File: config.mk
export PLATFORM = sky130hd
export DESIGN_NAME = ipv4_udp_payload_filter
export DESIGN_NICKNAME = d
export VERILOG_FILES = /design/src/design/iuf_pkg.sv /design/src/design/ipv4_udp_payload_filter.sv
export VERILOG_INCLUDE_DIRS = /design/src /design/src/design
export SDC_FILE = /design/constraint.sdc
export NUM_CORES = 1
export LEC_CHECK = 0
export ABC_AREA = 1
export BUFFER_PORTS_ARGS = -buffer_cell sky130_fd_sc_hd__buf_2
export CAP_MARGIN = 40
export CORE_MARGIN = 2
export CORE_UTILIZATION = 60
export CTS_BUF_LIST = sky130_fd_sc_hd__clkbuf_16
export CTS_CLUSTER_DIAMETER = 120
export DETAILED_ROUTE_END_ITERATION = 16
export GPL_ROUTABILITY_DRIVEN = 0
export GPL_TIMING_DRIVEN = 0
export PLACE_DENSITY = 0.81
export SETUP_SLACK_MARGIN = 0.02
export SKIP_CTS_REPAIR_TIMING = 1
export SYNTH_ARGS = -nofsm -noshare
export SYNTH_HDL_FRONTEND = slang
export SYNTH_SLANG_ARGS = --single-unit
File: constraint.sdc
create_clock -name clk_i -period 5.5 [get_ports clk_i]
set_input_delay 0.825 -clock clk_i [delete_from_list [all_inputs] [get_ports clk_i]]
set_output_delay 0.825 -clock clk_i [all_outputs]
set_load 0.1 [all_outputs]
File: src/design/ipv4_udp_payload_filter_assert.svh
// ----------------------------------------------------------------------------
// IPv4 UDP payload filter assertion macros
// Shared concurrent assertion forms for the filter, reset-qualified.
// ----------------------------------------------------------------------------
`ifndef IPV4_UDP_PAYLOAD_FILTER_ASSERT_SVH
`define IPV4_UDP_PAYLOAD_FILTER_ASSERT_SVH

// Same-cycle implication, checked on the rising clock edge outside reset.
`define IUF_ASSERT_NOW(label, clk, rst_n, ante, cons) \
  label: assert property (@(posedge clk) disable iff (!(rst_n)) (ante) |-> (cons)) \
    else $error("IUF assertion failed");

// Next-cycle implication, checked on the rising clock edge outside reset.
`define IUF_ASSERT_NEXT(label, clk, rst_n, ante, cons) \
  label: assert property (@(posedge clk) disable iff (!(rst_n)) (ante) |=> (cons)) \
    else $error("IUF assertion failed");

`endif

File: src/design/iuf_pkg.sv
// ----------------------------------------------------------------------------
// IPv4 UDP payload filter package
// Payload types, header offsets and field constants of the filter.
// ----------------------------------------------------------------------------
`timescale 1ns / 1ps

package iuf_pkg;

  typedef struct packed {
    logic [7:0]  frame_byte;
    logic        frame_start;
    logic        frame_end;
    logic [15:0] captured_length;
  } iuf_in_t;

  typedef struct packed {
    logic [7:0] payload_byte;
    logic       from_device;
    logic       payload_last;
  } iuf_out_t;

  localparam logic [15:0] OffEtherHi   = 16'd12;
  localparam logic [15:0] OffEtherLo   = 16'd13;
  localparam logic [15:0] OffVerIhl    = 16'd14;
  localparam logic [15:0] OffTotLenHi  = 16'd16;
  localparam logic [15:0] OffTotLenLo  = 16'd17;
  localparam logic [15:0] OffFlags     = 16'd20;
  localparam logic [15:0] OffFragLo    = 16'd21;
  localparam logic [15:0] OffProto     = 16'd23;
  localparam logic [15:0] OffSrcFirst  = 16'd26;
  localparam logic [15:0] OffSrcLast   = 16'd29;
  localparam logic [15:0] OffDstFirst  = 16'd30;
  localparam logic [15:0] OffDstLast   = 16'd33;
  localparam logic [15:0] OffVerdict   = 16'd33;
  localparam logic [15:0] OffPayload   = 16'd42;
  localparam logic [15:0] OffMax       = 16'hFFFF;

  localparam logic [7:0]  EtherTypeHi  = 8'h08;
  localparam logic [7:0]  EtherTypeLo  = 8'h00;
  localparam logic [7:0]  VerIhlIpv4   = 8'h45;
  localparam logic [7:0]  FlagsMask    = 8'h3F;
  localparam logic [7:0]  FragOffLo    = 8'h00;
  localparam logic [7:0]  ProtoUdp     = 8'h11;
  localparam logic [15:0] MinIpTotal   = 16'd29;
  localparam logic [16:0] EthHdrLen    = 17'd14;

  function automatic logic [7:0] addr_octet(input logic [31:0] addr, input logic [1:0] idx);
    logic [7:0] oct;
    case (idx)
      2'd0:    oct = addr[31:24];
      2'd1:    oct = addr[23:16];
      2'd2:    oct = addr[15:8];
      default: oct = addr[7:0];
    endcase
    return oct;
  endfunction

endpackage

File: src/design/ipv4_udp_payload_filter.sv
// ----------------------------------------------------------------------------
// IPv4 UDP payload filter
// Checks the Ethernet, IPv4 and UDP headers of a byte stream and passes on
// the UDP payload of frames that involve the configured device address.
// ----------------------------------------------------------------------------
//  Channel  Direction  Handshake         Transaction
//  in       input      valid / stall     one frame byte with framing marks
//  out      output     valid / stall     one payload byte with flags
//  cfg      input      valid / ready     device address write
//
// One byte is taken every cycle while the input is not stalled. A byte
// taken sits in the input register, and its result is loaded from there into
// the result register, which drives the output.
// Reset clears the address, the frame state and both valid flags.
// A stall on a valid output holds the result register and, once the input
// register is also full, stalls the input.
// ----------------------------------------------------------------------------
`timescale 1ns / 1ps

`include "ipv4_udp_payload_filter_assert.svh"

module ipv4_udp_payload_filter (
  input  logic           clk_i,
  input  logic           rst_ni,
  input  logic           in_valid_i,
  output logic           in_stall_o,
  input  iuf_pkg::iuf_in_t  in_data_i,
  output logic           out_valid_o,
  input  logic           out_stall_i,
  output iuf_pkg::iuf_out_t out_data_o,
  input  logic           cfg_valid_i,
  output logic           cfg_ready_o,
  input  logic [31:0]    cfg_data_i
);
  import iuf_pkg::*;

  logic        in_valid_q, in_valid_d;
  iuf_in_t     in_q;
  logic        out_valid_q, out_valid_d;
  iuf_out_t    out_q, out_d;
  logic [31:0] dev_addr_q;
  logic [15:0] byte_offset_q, byte_offset_d;
  logic        frame_ok_q, frame_ok_d;
  logic [15:0] tot_len_q, tot_len_d;
  logic        src_match_q, src_match_d;
  logic        dst_match_q, dst_match_d;
  logic [15:0] len_q, len_d;

  logic        out_free;
  logic        consume;
  logic        res_valid;
  logic [15:0] off;
  logic        ok;
  logic [7:0]  b;
  logic [7:0]  dev_oct;

  assign cfg_ready_o = 1'b1;
  assign out_free    = !out_valid_q || !out_stall_i;
  assign consume     = in_valid_q && out_free;
  assign in_stall_o  = in_valid_q && !out_free;
  assign in_valid_d  = in_stall_o ? in_valid_q : in_valid_i;

  assign b       = in_q.frame_byte;
  assign off     = in_q.frame_start ? 16'd0 : byte_offset_q;
  assign dev_oct = addr_octet(dev_addr_q, off[1:0] + 2'd2);

  always_comb begin
    ok          = in_q.frame_start ? 1'b1 : frame_ok_q;
    len_d       = in_q.frame_start ? in_q.captured_length : len_q;
    tot_len_d   = in_q.frame_start ? 16'd0 : tot_len_q;
    src_match_d = in_q.frame_start ? 1'b1 : src_match_q;
    dst_match_d = in_q.frame_start ? 1'b1 : dst_match_q;
    res_valid   = 1'b0;

    if (off >= len_d) begin
      ok = 1'b0;
    end

    if (ok) begin
      case (off)
        OffEtherHi:  if (b != EtherTypeHi) ok = 1'b0;
        OffEtherLo:  if (b != EtherTypeLo) ok = 1'b0;
        OffVerIhl:   if (b != VerIhlIpv4) ok = 1'b0;
        OffTotLenHi: tot_len_d = {b, 8'h00};
        OffTotLenLo: tot_len_d = {tot_len_d[15:8], b};
        OffFlags:    if ((b & FlagsMask) != 8'h00) ok = 1'b0;
        OffFragLo:   if (b != FragOffLo) ok = 1'b0;
        OffProto:    if (b != ProtoUdp) ok = 1'b0;
        default: begin
        end
      endcase
      if ((off inside {[OffSrcFirst:OffSrcLast]}) && b != dev_oct) begin
        src_match_d = 1'b0;
      end
      if ((off inside {[OffDstFirst:OffDstLast]}) && b != dev_oct) begin
        dst_match_d = 1'b0;
      end
      if (off == OffVerdict) begin
        if (tot_len_d < MinIpTotal ||
            ({1'b0, tot_len_d} + EthHdrLen) > {1'b0, len_d} ||
            !(src_match_d || dst_match_d)) begin
          ok = 1'b0;
        end
      end
      res_valid = ok && (off >= OffPayload);
    end

    out_d.payload_byte = b;
    out_d.from_device  = src_match_d;
    out_d.payload_last = in_q.frame_end || ((off + 16'd1) == len_d);

    frame_ok_d    = ok && !in_q.frame_end;
    byte_offset_d = (off != OffMax) ? off + 16'd1 : off;
    out_valid_d   = consume ? res_valid : (out_valid_q && out_stall_i);
  end

  always_ff @(posedge clk_i or negedge rst_ni) begin
    if (!rst_ni) begin
      in_valid_q    <= 1'b0;
      out_valid_q   <= 1'b0;
      dev_addr_q    <= 32'd0;
      byte_offset_q <= 16'd0;
      frame_ok_q    <= 1'b0;
      tot_len_q     <= 16'd0;
      src_match_q   <= 1'b0;
      dst_match_q   <= 1'b0;
      len_q         <= 16'd0;
    end else begin
      in_valid_q  <= in_valid_d;
      out_valid_q <= out_valid_d;
      if (cfg_valid_i && cfg_ready_o) begin
        dev_addr_q <= cfg_data_i;
      end
      if (consume) begin
        byte_offset_q <= byte_offset_d;
        frame_ok_q    <= frame_ok_d;
        tot_len_q     <= tot_len_d;
        src_match_q   <= src_match_d;
        dst_match_q   <= dst_match_d;
        len_q         <= len_d;
      end
    end
  end

  always_ff @(posedge clk_i) begin
    if (in_valid_i && !in_stall_o) begin
      in_q <= in_data_i;
    end
    if (consume) begin
      out_q <= out_d;
    end
  end

  assign out_valid_o = out_valid_q;
  assign out_data_o  = out_q;

  `IUF_ASSERT_NOW(a_res_after_header, clk_i, rst_ni, consume && res_valid, off >= OffPayload)
  `IUF_ASSERT_NEXT(a_end_closes_frame, clk_i, rst_ni, consume && in_q.frame_end, !frame_ok_q)
  `IUF_ASSERT_NEXT(a_stage_holds, clk_i, rst_ni, in_stall_o, in_valid_q && $stable(in_q))
  `IUF_ASSERT_NEXT(a_offset_counts, clk_i, rst_ni,
                   consume && !in_q.frame_start && byte_offset_q != OffMax,
                   byte_offset_q == $past(byte_offset_q) + 16'd1)

endmodule

==> tab_implementation.tex <==
\begin{tabular}{lr}
\hline
Metric & Value \\
\hline
\multicolumn{2}{l}{\textbf{Status}} \\
Run status & complete, no violations \\
\multicolumn{2}{l}{\textbf{Finish}} \\
Diode count & 0 \\
Commonest non-fill, non-tap cell in the layout & sky130\_fd\_sc\_hd\_\_nand2\_1 \\
Fraction of layout instances using a drive strength above 1 & 19.78\% \\
Layout filler cell count & 1013 \\
Layout Nets & 1163 \\
Highest-count cells in the layout ignoring fill and taps & 304 x sky130\_fd\_sc\_hd\_\_nand2\_1, 99 x sky130\_fd\_sc\_hd\_\_inv\_1, 85 x sky130\_fd\_sc\_hd\_\_dfrtp\_1, 78 x sky130\_fd\_sc\_hd\_\_buf\_2, 66 x sky130\_fd\_sc\_hd\_\_nor2\_1 \\
Area growth from synthesis to final layout & 15.86\% \\
Non-Filler Instances & 1253 \\
\multicolumn{2}{l}{\textbf{Clocking}} \\
CTS tree & yes \\
Buffer depth of the longest clock path & 2 \\
Num Clock Sinks & 121 \\
Clk slew on worst S/H paths & 0.06 ns \\
Total number of H-tree levels & 4 \\
Clock Root Buffer & sky130\_fd\_sc\_hd\_\_clkbuf\_16 \\
Clock latency on the worst-skew pair & 0.43 ns \\
Number of clock buffers inserted by TritonCTS & 17 \\
\multicolumn{2}{l}{\textbf{Timing}} \\
Number of pins exceeding their max-slew limit in the final report & 0 \\
TNS Setup & 0 ns \\
Setup repair after global routing missed its margin & no \\
Highest achievable clock rate & 215.6 MHz \\
Max transition margin & 53.42\% \\
Count of endpoints failing hold in the final timing report & 0 \\
Final hold slack & 0.2811 ns \\
Skew final & 0.005686 ns \\
Measured slew at the worst slew-check pin & 0.6793 ns \\
Setup-violating endpoint count in the final report & 0 \\
Period minus WS final & 4.638 ns \\
Final period util & 84.33\% \\
\multicolumn{2}{l}{\textbf{Setup path}} \\
Data required time of the critical path & 5.87 ns \\
CP dominant cell by count & sky130\_fd\_sc\_hd\_\_nand2\_1 \\
CP endpoint kind & flip-flop \\
Biggest fanout along the worst timing path & 8 \\
Arrival time of data at the critical path endpoint & 5.01 ns \\
Critical path startpoint category & flip-flop \\
Highest-delay cell along the critical path & sky130\_fd\_sc\_hd\_\_nor2\_1 \\
Crit Path Class & reg -> reg \\
Longest individual stage delay on the worst path & 0.50 ns \\
\multicolumn{2}{l}{\textbf{Routing}} \\
Total iterations of the first detailed-routing run & 5 \\
DRC violation count after routing & 0 \\
Number of antenna-violating nets in the routed design & 0 \\
Avg Vias per Cell & 5.488 \\
Vias & 6876 \\
Initial detailed-routing violation count & 459 \\
Total routed wirelength & 19720 um \\
Average wire per standard cell & 15.73 um \\
\multicolumn{2}{l}{\textbf{Yosys}} \\
Average cell area after synthesis & 8.209 um2 \\
Adder-cell share of the synthesized area & 5.668\% \\
Count of state elements after synthesis & 121 \\
Mapped Cells & 968 \\
Synthesized-area fraction occupied by xor and xnor cells & 3.511\% \\
Basic-gate share of the synthesized area counting and, or, nand and nor cells & 29.27\% \\
Share of flip-flops with an asynchronous set or reset & 70.25\% \\
Portion of netlist area occupied by mux cells & 5.291\% \\
Syn Nets & 1067 \\
Dominant combinational cell family by area after synthesis & simple AND/OR/NAND/NOR gates \\
Number of enable flip-flop cells after synthesis & 36 \\
Cell area after synthesis & 0.007946 mm2 \\
Fraction of the mapped netlist area in compound gates & 8.329\% \\
Number of warning messages in the yosys log & 0 \\
Fraction of the yosys area taken by sequential cells & 40.37\% \\
Commonest register cell after synthesis & sky130\_fd\_sc\_hd\_\_dfrtp\_1 \\
Number of different library cells in the post-synthesis netlist & 59 \\
\multicolumn{2}{l}{\textbf{Run}} \\
Number of maximum-capacitance violations & 0 \\
\multicolumn{2}{l}{\textbf{Global route}} \\
Number of antenna violations at the first check in global routing & 0 \\
Maximum number of pins on one net before global-route repair & 66 \\
Total track usage & 29.58\% \\
Vias in the first global route & 6749 \\
First-pass GRT wire length & 32460 um \\
Final global-route overflow total & 0 \\
\multicolumn{2}{l}{\textbf{Floorplanning}} \\
Floorplan die area & 0.01418 mm2 \\
Cell row count & 42 \\
Die Width & 119.1 um \\
CORE AREA & 0.01309 mm2 \\
Height of the die & 119.1 um \\
Effective utilization at floorplan & 60.73\% \\
Count of pins on the block boundary & 76 \\
\multicolumn{2}{l}{\textbf{Power and ir drop}} \\
Max IR drop VDD & 0.2975 mV \\
Power density of the placed cells & 426.7 mW/mm2 \\
Leakage & 4.661 nW \\
Total power of the final layout & 3.928 mW \\
\multicolumn{2}{l}{\textbf{Placement}} \\
HPWL reported at the end of detailed placement & 14490 um \\
Count of buffers inserted at the top-level ports & 73 \\
Inst Count DP & 1221 \\
\multicolumn{2}{l}{\textbf{Min path}} \\
Worst min path class & in -> async \\
\hline
\end{tabular}
[final timing paths]
kind / from / endpoint / slack (ns) / cells after the start
worst min-delay path: rst_ni / len_q[12] / 0.28 / 1
worst max register to register: byte_offset_q[1] / frame_ok_q / 0.86 / 30
max in group asynchronous: rst_ni / dev_addr_q[3] / 4.58 / 2
min in group clk_i: frame_ok_q / frame_ok_q / 0.48 / 2
worst min register to register: frame_ok_q / frame_ok_q / 0.48 / 2
worst max-delay path: byte_offset_q[1] / frame_ok_q / 0.86 / 30
[cell usage after synthesis (4+ instances only)]
master | instances | share of area (%)
sky130_fd_sc_hd__nand3_2 | 5 | 0.63
sky130_fd_sc_hd__nand3_1 | 57 | 3.6
sky130_fd_sc_hd__o21ai_4 | 6 | 1.2
sky130_fd_sc_hd__inv_1 | 98 | 4.6
sky130_fd_sc_hd__ha_1 | 36 | 5.7
sky130_fd_sc_hd__nor2_1 | 66 | 3.1
sky130_fd_sc_hd__edfxtp_1 | 36 | 14
sky130_fd_sc_hd__inv_2 | 6 | 0.28
sky130_fd_sc_hd__nand2_2 | 8 | 0.63
sky130_fd_sc_hd__nand4_1 | 13 | 1.0
sky130_fd_sc_hd__a21oi_1 | 24 | 1.5
sky130_fd_sc_hd__xor2_1 | 24 | 2.6
sky130_fd_sc_hd__nor2_4 | 6 | 0.85
sky130_fd_sc_hd__o21ai_1 | 7 | 0.44
sky130_fd_sc_hd__nor3_1 | 6 | 0.38
sky130_fd_sc_hd__mux2_2 | 24 | 3.4
sky130_fd_sc_hd__mux2i_1 | 15 | 1.9
sky130_fd_sc_hd__nor2_2 | 4 | 0.31
sky130_fd_sc_hd__xnor2_1 | 6 | 0.66
sky130_fd_sc_hd__nand2_4 | 7 | 0.99
sky130_fd_sc_hd__dfrtp_1 | 85 | 27
sky130_fd_sc_hd__buf_2 | 6 | 0.38
sky130_fd_sc_hd__o21ai_0 | 51 | 3.2
sky130_fd_sc_hd__clkbuf_1 | 13 | 0.61
sky130_fd_sc_hd__or2_2 | 4 | 0.31
sky130_fd_sc_hd__o21ai_2 | 4 | 0.44
sky130_fd_sc_hd__nand2_1 | 304 | 14
[sequential cells by signal, summed over array words and instances (netlist names)]
signal	cells
b	8
in_q	18
frame_ok_q	1
len_q	16
byte_offset_q	16
tot_len_q	16
in_valid_q	1
src_match_q	1
dst_match_q	1
dev_addr_q	32
out_valid_o	1
out_data_o	10
[power by group]
| part | total, mW | internal [mW] | leakage, nW | switching [mW] |
|---|---|---|---|---|
| registers | 1.26 | 1.13 | 1.40 | 0.132 |
| logic | 1.53 | 0.500 | 2.97 | 1.03 |
| clock network | 1.13 | 0.694 | 0.294 | 0.441 |
[metrics by stage]
stage / worst slack, ns / area, um2 / util (%)
after floorplan: 1.542 / 7946 / -
after global placement: 1.101 / 8532 / 65.20
after detailed placement: 0.9456 / 8612 / 65.82
after CTS: 0.8871 / 9206 / 70.36
after global routing: 0.5738 / 9206 / 70.36
final: 0.8617 / 9206 / 70.36
[layout make-up]
cell class	instances	area, um2	area share (%)
buffer	31	196.4	2.134
clock buffer	18	450.4	4.893
clock inverter	14	143.9	1.563
inverter	106	400.4	4.349
multi-input combinational	710	4141	44.99
sequential	121	3208	34.85
tap	176	220.2	2.392
timing repair buffer	77	445.4	4.838
[cell families (layout without fill, tap and decap cells)]
| family | Yosys count | count (layout) |
|---|---|---|
| muxes | 39 | 39 |
| AOI/OAI and AO/OA | 106 | 106 |
| DFF | 121 | 121 |
| adders and majority gates | 36 | 36 |
| and+or+nand+nor | 497 | 497 |
| other | 1 | 1 |
| xor gates and xnor gates | 31 | 31 |
| buffers and inverters | 137 | 246 |
[per-layer routing]
metal / vias up / global-route usage [%] / share of wire [%]
met2: 269 / 48.46 / 48
met3: 50 / 7.040 / 7.2
li1: 3344 / - / -
met5: - / 0 / 0
met4: 0 / 14.58 / 3.3
met1: 3213 / 36.75 / 41
[worst max-delay path, delay by kind of cell, from the launching register on]
family                   cells  cell delay, ns
buffers and inverters        3            0.33
AO/OA/AOI/OAI                4            0.58
flip-flops                   1            0.48
AND/OR/NAND/NOR             20            2.34
adder cells (fa/ha/maj)      3            0.82
(Power assumes the default switching activity.)
